[config.mk]
export PLATFORM = sky130hd
export DESIGN_NAME = joystick_motion_command_interlock_top_flat
export DESIGN_NICKNAME = d
export VERILOG_FILES = /design/src/rtl/jmci_pkg.sv /design/src/rtl/jmci_ifs.sv /design/src/rtl/jmci_eval.sv /design/src/rtl/jmci_outq.sv /design/src/rtl/joystick_motion_command_interlock_top.sv /design/src/flat_wrapper.sv
export SDC_FILE = /design/constraint.sdc
export NUM_CORES = 1
export LEC_CHECK = 0
export BUFFER_PORTS_ARGS = -buffer_cell sky130_fd_sc_hd__buf_2
export CAP_MARGIN = 20
export CORE_MARGIN = 8
export CORE_UTILIZATION = 63
export DETAILED_ROUTE_END_ITERATION = 6
export PLACE_DENSITY = 0.92
export SYNTH_ARGS = -nofsm -noshare
export SYNTH_HDL_FRONTEND = slang
export SYNTH_SLANG_ARGS = --single-unit
[constraint.sdc]
create_clock -name clk -period 12.1 [get_ports clk]
set_input_delay 1.815 -clock clk [delete_from_list [all_inputs] [get_ports clk]]
set_output_delay 1.815 -clock clk [all_outputs]
set_load 0.02 [all_outputs]
[src/rtl/jmci_pkg.sv]
`timescale 1ns / 1ps

package jmci_pkg;

	localparam int AXIS_W    = 16;
	localparam int THR_W     = 15;
	localparam int TMO_W     = 8;
	localparam int IDLE_W    = 9;
	localparam int CFG_IDX_W = 2;
	localparam int CFG_DAT_W = 16;

	localparam logic [THR_W-1:0]  THR_RESET  = 15'd9830;
	localparam logic [TMO_W-1:0]  TMO_RESET  = 8'd5;
	localparam logic [IDLE_W-1:0] IDLE_MAX   = 9'd511;

	localparam logic [CFG_IDX_W-1:0] CFG_THRESHOLD = 2'd0;
	localparam logic [CFG_IDX_W-1:0] CFG_TIMEOUT   = 2'd1;

	localparam logic CMD_SAMPLE = 1'b0;
	localparam logic CMD_TICK   = 1'b1;

	typedef enum logic [1:0] {
		ST_NONE = 2'd0,
		ST_INC  = 2'd1,
		ST_DEC  = 2'd2
	} motion_t;

	typedef enum logic [1:0] {
		ACT_STOP_MOVE  = 2'd0,
		ACT_START_MOVE = 2'd1,
		ACT_STOP_ROT   = 2'd2,
		ACT_START_ROT  = 2'd3
	} action_t;

	typedef struct packed {
		action_t action;
		logic    direction;
		logic    last_result;
	} result_t;

	typedef struct packed {
		motion_t            mv_next;
		motion_t            rot_next;
		logic [IDLE_W-1:0]  idle_next;
		logic [1:0]         count;
		result_t            res0;
		result_t            res1;
	} eval_t;

endpackage

[src/rtl/jmci_ifs.sv]
`timescale 1ns / 1ps

interface jmci_in_if;
	logic                                valid;
	logic                                ready;
	logic                                command;
	logic signed [jmci_pkg::AXIS_W-1:0]  x_axis;
	logic signed [jmci_pkg::AXIS_W-1:0]  y_axis;

	modport source (output valid, command, x_axis, y_axis, input ready);
	modport sink   (input valid, command, x_axis, y_axis, output ready);
endinterface

interface jmci_out_if;
	logic       valid;
	logic       ready;
	logic [1:0] action;
	logic       direction;
	logic       last_result;

	modport source (output valid, action, direction, last_result, input ready);
	modport sink   (input valid, action, direction, last_result, output ready);
endinterface

interface jmci_cfg_if;
	logic                                valid;
	logic                                ready;
	logic [jmci_pkg::CFG_IDX_W-1:0]      index;
	logic [jmci_pkg::CFG_DAT_W-1:0]      data;

	modport source (output valid, index, data, input ready);
	modport sink   (input valid, index, data, output ready);
endinterface

[src/rtl/jmci_eval.sv]
`timescale 1ns / 1ps

module jmci_eval (
	input  logic                                command,
	input  logic signed [jmci_pkg::AXIS_W-1:0]  x_axis,
	input  logic signed [jmci_pkg::AXIS_W-1:0]  y_axis,
	input  logic [jmci_pkg::THR_W-1:0]          threshold,
	input  logic [jmci_pkg::TMO_W-1:0]          timeout,
	input  jmci_pkg::motion_t                   mv_state,
	input  jmci_pkg::motion_t                   rot_state,
	input  logic [jmci_pkg::IDLE_W-1:0]         idle,
	output jmci_pkg::eval_t                     ev
);

	function automatic jmci_pkg::motion_t classify(
		input logic [jmci_pkg::AXIS_W-1:0] v,
		input logic [jmci_pkg::THR_W-1:0]  thr
	);
		logic [jmci_pkg::AXIS_W:0] mag;
		logic                      neg;
		begin
			neg = v[jmci_pkg::AXIS_W-1];
			mag = neg ? (({1'b1, v} ^ {(jmci_pkg::AXIS_W+1){1'b1}}) + 1'b1) : {1'b0, v};
			if (mag < {2'b00, thr})
				classify = jmci_pkg::ST_NONE;
			else
				classify = neg ? jmci_pkg::ST_DEC : jmci_pkg::ST_INC;
		end
	endfunction

	jmci_pkg::motion_t new_mv;
	jmci_pkg::motion_t new_rot;

	assign new_rot = classify(x_axis, threshold);
	assign new_mv  = classify(y_axis, threshold);

	always_comb begin
		logic              [3:0] flag;
		jmci_pkg::result_t       cand [4];
		jmci_pkg::motion_t       mv_n;
		logic                    mv_chg;
		logic                    rot_chg;
		logic [jmci_pkg::IDLE_W-1:0] idle_inc;

		flag     = '0;
		mv_n     = mv_state;
		mv_chg   = 1'b0;
		rot_chg  = 1'b0;
		idle_inc = (idle < jmci_pkg::IDLE_MAX) ? idle + 1'b1 : idle;

		cand[0] = '{action: jmci_pkg::ACT_STOP_MOVE, direction: 1'b0, last_result: 1'b0};
		cand[1] = '{action: jmci_pkg::ACT_START_MOVE,
			direction: (new_mv == jmci_pkg::ST_DEC), last_result: 1'b0};
		cand[2] = '{action: jmci_pkg::ACT_STOP_ROT, direction: 1'b0, last_result: 1'b0};
		cand[3] = '{action: jmci_pkg::ACT_START_ROT,
			direction: (new_rot == jmci_pkg::ST_DEC), last_result: 1'b0};

		ev = '0;
		ev.mv_next  = mv_state;
		ev.rot_next = rot_state;

		if (command == jmci_pkg::CMD_SAMPLE) begin
			mv_chg  = (mv_state != new_mv);
			mv_n    = new_mv;
			flag[0] = mv_chg && (rot_state == jmci_pkg::ST_NONE) && (mv_state != jmci_pkg::ST_NONE);
			flag[1] = mv_chg && (rot_state == jmci_pkg::ST_NONE) && (new_mv != jmci_pkg::ST_NONE);
			rot_chg = (rot_state != new_rot);
			flag[2] = rot_chg && (mv_n == jmci_pkg::ST_NONE) && (rot_state != jmci_pkg::ST_NONE);
			flag[3] = rot_chg && (mv_n == jmci_pkg::ST_NONE) && (new_rot != jmci_pkg::ST_NONE);
			ev.mv_next   = new_mv;
			ev.rot_next  = new_rot;
			ev.idle_next = '0;
		end else begin
			ev.idle_next = idle_inc;
			if (idle_inc > {1'b0, timeout}) begin
				flag[0]     = (mv_state != jmci_pkg::ST_NONE);
				flag[2]     = (rot_state != jmci_pkg::ST_NONE);
				ev.mv_next  = jmci_pkg::ST_NONE;
				ev.rot_next = jmci_pkg::ST_NONE;
			end
		end

		for (int i = 0; i < 4; i++) begin
			if (flag[i]) begin
				if (ev.count == 2'd0) begin
					ev.res0  = cand[i];
					ev.count = 2'd1;
				end else if (ev.count == 2'd1) begin
					ev.res1  = cand[i];
					ev.count = 2'd2;
				end
			end
		end

		if (ev.count == 2'd1)
			ev.res0.last_result = 1'b1;
		if (ev.count == 2'd2)
			ev.res1.last_result = 1'b1;
	end

endmodule

[src/rtl/jmci_outq.sv]
`timescale 1ns / 1ps

module jmci_outq (
	input  logic               clk,
	input  logic               arst_n,
	input  logic               load,
	input  logic [1:0]         count,
	input  jmci_pkg::result_t  res0,
	input  jmci_pkg::result_t  res1,
	output logic               load_ok,
	jmci_out_if.source         out_ch
);

	jmci_pkg::result_t slot0_q;
	jmci_pkg::result_t slot1_q;
	logic [1:0]        cnt_q;
	logic              pop;

	assign pop     = out_ch.valid && out_ch.ready;
	assign load_ok = (cnt_q == 2'd0) || ((cnt_q == 2'd1) && pop);

	assign out_ch.valid       = (cnt_q != 2'd0);
	assign out_ch.action      = slot0_q.action;
	assign out_ch.direction   = slot0_q.direction;
	assign out_ch.last_result = slot0_q.last_result;

	always_ff @(posedge clk or negedge arst_n) begin
		if (!arst_n) begin
			cnt_q <= 2'd0;
		end else if (load) begin
			cnt_q <= count;
		end else if (pop) begin
			cnt_q <= cnt_q - 2'd1;
		end
	end

	always_ff @(posedge clk) begin
		if (load) begin
			slot0_q <= res0;
			slot1_q <= res1;
		end else if (pop) begin
			slot0_q <= slot1_q;
		end
	end

`ifndef NO_ASSERTIONS
	a_cnt_range: assert property (@(posedge clk) disable iff (!arst_n) cnt_q != 2'd3)
		else $error("result queue count out of range");
	a_load_room: assert property (@(posedge clk) disable iff (!arst_n)
		load |-> ((cnt_q == 2'd0) || ((cnt_q == 2'd1) && pop)))
		else $error("results loaded over pending items");
	a_pair_last: assert property (@(posedge clk) disable iff (!arst_n)
		(cnt_q == 2'd2) |-> (!slot0_q.last_result && slot1_q.last_result))
		else $error("last marker misplaced in result pair");
`endif

endmodule

[src/rtl/joystick_motion_command_interlock_top.sv]
`timescale 1ns / 1ps

// Joystick motion command interlock.
// Channels: in_ch takes items (command 0 = joystick sample with x_axis/y_axis,
// command 1 = one time tick); out_ch gives result items (action, direction,
// last_result), zero to two per input item, the last one marked; cfg writes
// register 0 (motion threshold) and register 1 (timeout in ticks), always ready.
// Path: an accepted item is held in an input register, then its results are
// loaded from there into a two-slot output queue, whose head drives out_ch.
// Items with no result leave the input register and load an empty queue.
// Throughput: one item per cycle while items cause at most one result and the
// receiver takes each result; an item with two results holds the next item in
// the input register, as the single output port drains one result per cycle.
// Reset: threshold 9830, timeout 5, both axes at no motion, idle count zero,
// queue empty. No clearing pass.
// Stall: a stalled receiver holds the queue; the input register then holds its
// item and in_ch.ready drops until the queue has room for two results.
module joystick_motion_command_interlock_top (
	input  logic        clk,
	input  logic        arst_n,
	jmci_in_if.sink     in_ch,
	jmci_out_if.source  out_ch,
	jmci_cfg_if.sink    cfg
);

	logic                                valid_s1;
	logic                                command_s1;
	logic signed [jmci_pkg::AXIS_W-1:0]  x_axis_s1;
	logic signed [jmci_pkg::AXIS_W-1:0]  y_axis_s1;

	logic [jmci_pkg::THR_W-1:0]   threshold_q;
	logic [jmci_pkg::TMO_W-1:0]   timeout_q;
	jmci_pkg::motion_t            mv_state_q;
	jmci_pkg::motion_t            rot_state_q;
	logic [jmci_pkg::IDLE_W-1:0]  idle_q;

	jmci_pkg::eval_t ev;
	logic            load_ok;
	logic            proceed;
	logic            take;

	assign proceed     = valid_s1 && load_ok;
	assign in_ch.ready = !valid_s1 || proceed;
	assign take        = in_ch.valid && in_ch.ready;
	assign cfg.ready   = 1'b1;

	always_ff @(posedge clk or negedge arst_n) begin
		if (!arst_n) begin
			valid_s1 <= 1'b0;
		end else if (in_ch.ready) begin
			valid_s1 <= in_ch.valid;
		end
	end

	always_ff @(posedge clk) begin
		if (take) begin
			command_s1 <= in_ch.command;
			x_axis_s1  <= in_ch.x_axis;
			y_axis_s1  <= in_ch.y_axis;
		end
	end

	always_ff @(posedge clk or negedge arst_n) begin
		if (!arst_n) begin
			threshold_q <= jmci_pkg::THR_RESET;
			timeout_q   <= jmci_pkg::TMO_RESET;
		end else if (cfg.valid && cfg.ready) begin
			if (cfg.index == jmci_pkg::CFG_THRESHOLD)
				threshold_q <= cfg.data[jmci_pkg::THR_W-1:0];
			else if (cfg.index == jmci_pkg::CFG_TIMEOUT)
				timeout_q <= cfg.data[jmci_pkg::TMO_W-1:0];
		end
	end

	always_ff @(posedge clk or negedge arst_n) begin
		if (!arst_n) begin
			mv_state_q  <= jmci_pkg::ST_NONE;
			rot_state_q <= jmci_pkg::ST_NONE;
			idle_q      <= '0;
		end else if (proceed) begin
			mv_state_q  <= ev.mv_next;
			rot_state_q <= ev.rot_next;
			idle_q      <= ev.idle_next;
		end
	end

	jmci_eval u_eval (
		.command   (command_s1),
		.x_axis    (x_axis_s1),
		.y_axis    (y_axis_s1),
		.threshold (threshold_q),
		.timeout   (timeout_q),
		.mv_state  (mv_state_q),
		.rot_state (rot_state_q),
		.idle      (idle_q),
		.ev        (ev)
	);

	jmci_outq u_outq (
		.clk     (clk),
		.arst_n  (arst_n),
		.load    (proceed),
		.count   (ev.count),
		.res0    (ev.res0),
		.res1    (ev.res1),
		.load_ok (load_ok),
		.out_ch  (out_ch)
	);

`ifndef NO_ASSERTIONS
	a_timeout_clears: assert property (@(posedge clk) disable iff (!arst_n)
		(proceed && (command_s1 == jmci_pkg::CMD_TICK) && (ev.idle_next > {1'b0, timeout_q}))
		|=> ((mv_state_q == jmci_pkg::ST_NONE) && (rot_state_q == jmci_pkg::ST_NONE)))
		else $error("timeout left a motion active");
	a_sample_idle: assert property (@(posedge clk) disable iff (!arst_n)
		(proceed && (command_s1 == jmci_pkg::CMD_SAMPLE)) |=> (idle_q == '0))
		else $error("sample did not clear idle count");
`endif

endmodule
[src/flat_wrapper.sv]
// flat-port wrapper written by rule: the top's interface ports become plain ports
module joystick_motion_command_interlock_top_flat 
  (clk, arst_n, in_ch_valid, in_ch_command, in_ch_x_axis, in_ch_y_axis, in_ch_ready, out_ch_valid, out_ch_action, out_ch_direction, out_ch_last_result, out_ch_ready, cfg_valid, cfg_index, cfg_data, cfg_ready);
  jmci_in_if in_ch_i ();
  jmci_out_if out_ch_i ();
  jmci_cfg_if cfg_i ();
  input  logic clk;
  input  logic arst_n;
  input wire logic [$bits(in_ch_i.valid)-1:0] in_ch_valid;
  input wire logic [$bits(in_ch_i.command)-1:0] in_ch_command;
  input wire logic [$bits(in_ch_i.x_axis)-1:0] in_ch_x_axis;
  input wire logic [$bits(in_ch_i.y_axis)-1:0] in_ch_y_axis;
  output wire logic [$bits(in_ch_i.ready)-1:0] in_ch_ready;
  output wire logic [$bits(out_ch_i.valid)-1:0] out_ch_valid;
  output wire logic [$bits(out_ch_i.action)-1:0] out_ch_action;
  output wire logic [$bits(out_ch_i.direction)-1:0] out_ch_direction;
  output wire logic [$bits(out_ch_i.last_result)-1:0] out_ch_last_result;
  input wire logic [$bits(out_ch_i.ready)-1:0] out_ch_ready;
  input wire logic [$bits(cfg_i.valid)-1:0] cfg_valid;
  input wire logic [$bits(cfg_i.index)-1:0] cfg_index;
  input wire logic [$bits(cfg_i.data)-1:0] cfg_data;
  output wire logic [$bits(cfg_i.ready)-1:0] cfg_ready;
  assign in_ch_i.valid = in_ch_valid;
  assign in_ch_i.command = in_ch_command;
  assign in_ch_i.x_axis = in_ch_x_axis;
  assign in_ch_i.y_axis = in_ch_y_axis;
  assign in_ch_ready = in_ch_i.ready;
  assign out_ch_valid = out_ch_i.valid;
  assign out_ch_action = out_ch_i.action;
  assign out_ch_direction = out_ch_i.direction;
  assign out_ch_last_result = out_ch_i.last_result;
  assign out_ch_i.ready = out_ch_ready;
  assign cfg_i.valid = cfg_valid;
  assign cfg_i.index = cfg_index;
  assign cfg_i.data = cfg_data;
  assign cfg_ready = cfg_i.ready;
  joystick_motion_command_interlock_top u_core (.clk(clk), .arst_n(arst_n), .in_ch(in_ch_i), .out_ch(out_ch_i), .cfg(cfg_i));
endmodule
==> metrics.csv <==
metric,value,unit
outcome,"complete, no violations",
grt-ovfl-total,0,
synth_area_leaders,"edfxtp_1, dfrtp_1, ha_1, dfstp_2, xnor2_1",
hp-class,reg -> reg,
slowest_delay,0.49,ns
synth_nets,583,
clock.fmax,0.183,GHz
worstSkewPairLatency,0.36,ns
critPathSlowestCell,edfxtp_1,
die_area,0.0109,mm2
io_buffers,60,
slew_headroom,40.8,%
cts_made_buffers,9,
vdd_drop_max,0.111,mV
diodes,0,
grt_pass1_wl,18.1,mm
syn_avg_cell_area,10.3,um2
synth_fa_ha_area_share,12.2,%
viasPerCell,5.98,
setup_tns,0,ns
first_pass_iters,5,
cp_num_buf_inv,1,
area_growth,12.9,%
fin_cells,646,
synth.most_common_cell,nand2_1,
netlist_instances,479,
period_share,45.1,%
skew,0.00789,ns
synth_top_family_by_area,compound AO/OA/AOI/OAI gates,
clk_pin_slew,0.08,ns
row_count,32,
drcViolationCount,0,
synth_area,0.00491,mm2
layout-drive-gt1-share,20.8,%
ant_nets,0,
power.density,219,mW/mm2
worst_pin_slew,0.889,ns
grt_max_degree,40,
cts_buffer_depth,2,
cts_tree,done,
htreeDepth,3,
gp_congestion,0.899,
die_w,104,um
wirelength,10.7,mm
routedWlPerCell,16.6,um
rsz0062_at_grt,false,
track_usage,20.3,%
p_leak,2.40,nW
cts_setup_buffers,0,
drv_cap,0,
grt_pass1_vias,4056,
cp_max_fo,5,
synthMuxAreaShare,2.73,%
start_util,64.2,%
cp_common_cell,ha_1,
vias,3860,
crit_chain,"nor4_1, nand2_1, or2_2, o21ai_0, xnor2_1, ha_1, and3_1, a221o_1, a21o_1, a211oi_2, a22oi_1, a2111o_1, nor3_2, inv_1, ha_1, nor4_1, nor2_1, ha_1, nand3_1, o31ai_1, and2_1",
crit_path_end_kind,flop,
yosys.area.top_type_share,25.1,%
synth_compound_area_share,15.5,%
finalCriticalPeriod,5.45,ns
die_h,104,um
cp_top_family,simple AND/OR/NAND/NOR gates,
drt_iter0_markers,224,
slew_violations,0,
ys.flop_type,edfxtp_1,
yosys-top-cells-count,"nand2_1, ha_1, edfxtp_1, inv_1, o21ai_0",
synth_xor_area_share,5.17,%
antenna_found_initial,0,
hold_viol_final,0,
hpwlAfterDp,8.10,mm
dp.cells,630,
synth.largest_area_cell,edfxtp_1,
synth.distinct_cells,64,
placed_area,0.00530,mm2
synth-simple-area-share,14.9,%
layout.nets,643,
n_fill_cell,525,
cts-root-buf,clkbuf_8,
synth-edff-count,41,
cp.arrival,5.58,ns
core,0.00765,mm2
crit_type,reg -> reg,
synth_seq_area_share,45.2,%
crit_required,12.22,ns
cts.sinks,80,
start_kind,flop,
async_reset_ff_share,48.8,%
setup_viol,0,
fin_area,0.00555,mm2
cts_resized,0,
ys_ff_latch,80,
top_level_ports,63,
ys.warnings.count,0,
ctsHoldBuffers,0,
state kept, by name, indices dropped and copies added (netlist names), 4 cells and up:
register / cells
u_core.threshold_q: 15
u_core.y_axis_s1: 16
u_core.idle_q: 9
u_core.u_outq.slot1_q: 4
u_core.x_axis_s1: 16
u_core.timeout_q: 8
layout make-up:
type / count / area [um2] / area share [%]
multi-input cells: 346 / 2490 / 44.9
clock inverters: 5 / 83.8 / 1.51
flip-flops and latches: 80 / 2220 / 40.0
repair buffers: 62 / 315 / 5.69
inverters: 40 / 150 / 2.71
well taps: 102 / 128 / 2.30
clock buffers: 11 / 163 / 2.93
per-layer routing:
| metal | routed length, um | global-route usage (%) |
|---|---|---|
| met5 | 0 | 0 |
| met4 | 540 | 14.2 |
| met3 | 622 | 4.71 |
| met2 | 5220 | 33.6 |
| met1 | 4330 | 22.6 |
per-stage QoR:
step	hold WS (ns)	util [%]	total power, mW	setup WS, ns
floorplan	0.479	-	0.837	7.17
global placement	0.490	69.3	0.931	6.81
detailed placement	0.501	69.3	0.970	6.69
CTS	0.519	72.5	1.21	6.67
global route	0.523	72.5	1.30	6.15
finish	0.516	72.5	1.21	6.65
where the power goes:
group / total [mW] / switching (mW) / internal (mW)
Clock: 0.234 / 0.0986 / 0.135
Combinational: 0.536 / 0.319 / 0.216
Sequential: 0.445 / 0.0647 / 0.380
Total: 1.21 / 0.483 / 0.732
path summary, 6_finish.rpt:
kind | endpoint | cells past startpoint | slack [ns] | startpoint
worst max-delay path | u_core.u_outq.slot1_q[0]$_SDFFCE_PN1P_ | 21 | 6.65 | u_core.y_axis_s1[2]$_DFFE_PP_
worst min-delay path | u_core.timeout_q[6]$_DFFE_PN0P_ | 1 | 0.52 | u_core.timeout_q[6]$_DFFE_PN0P_
worst max register to register | u_core.u_outq.slot1_q[0]$_SDFFCE_PN1P_ | 21 | 6.65 | u_core.y_axis_s1[2]$_DFFE_PP_
worst min register to register | u_core.timeout_q[6]$_DFFE_PN0P_ | 1 | 0.52 | u_core.timeout_q[6]$_DFFE_PN0P_
max in group asynchronous | u_core.u_outq.cnt_q[0]$_DFFE_PN0P_ | 1 | 9.99 | arst_n
min in group asynchronous | u_core.timeout_q[4]$_DFFE_PN0P_ | 1 | 1.56 | arst_n
layout by cell type, fill, tap and decap left out, types with 3 or more instances in the layout:
master	n
xnor2_1	27
nor2_1	17
or4_4	3
o31ai_1	11
dfstp_2	9
nand3_1	12
and3_1	7
a21o_1	6
ha_1	48
nor2b_1	3
inv_1	38
clkbuf_8	10
nor3_1	7
nand2b_1	6
buf_2	60
dfrtp_1	30
nand2_1	58
mux2_2	11
edfxtp_1	41
o31a_1	3
and2_1	3
o41ai_1	4
o21a_1	7
o21ai_1	6
a21oi_1	20
a22o_1	5
nand4_1	3
o21ai_0	35
a31oi_1	4
kinds of logic after synthesis:
logic type	after synthesis
AOI/OAI and AO/OA	117
xor gates and xnor gates	29
adders and majority gates	48
buffers and inverters	53
DFF	80
muxes	12
other	1
and+or+nand+nor	139
Note: power is estimated with default switching activity, not from simulation.
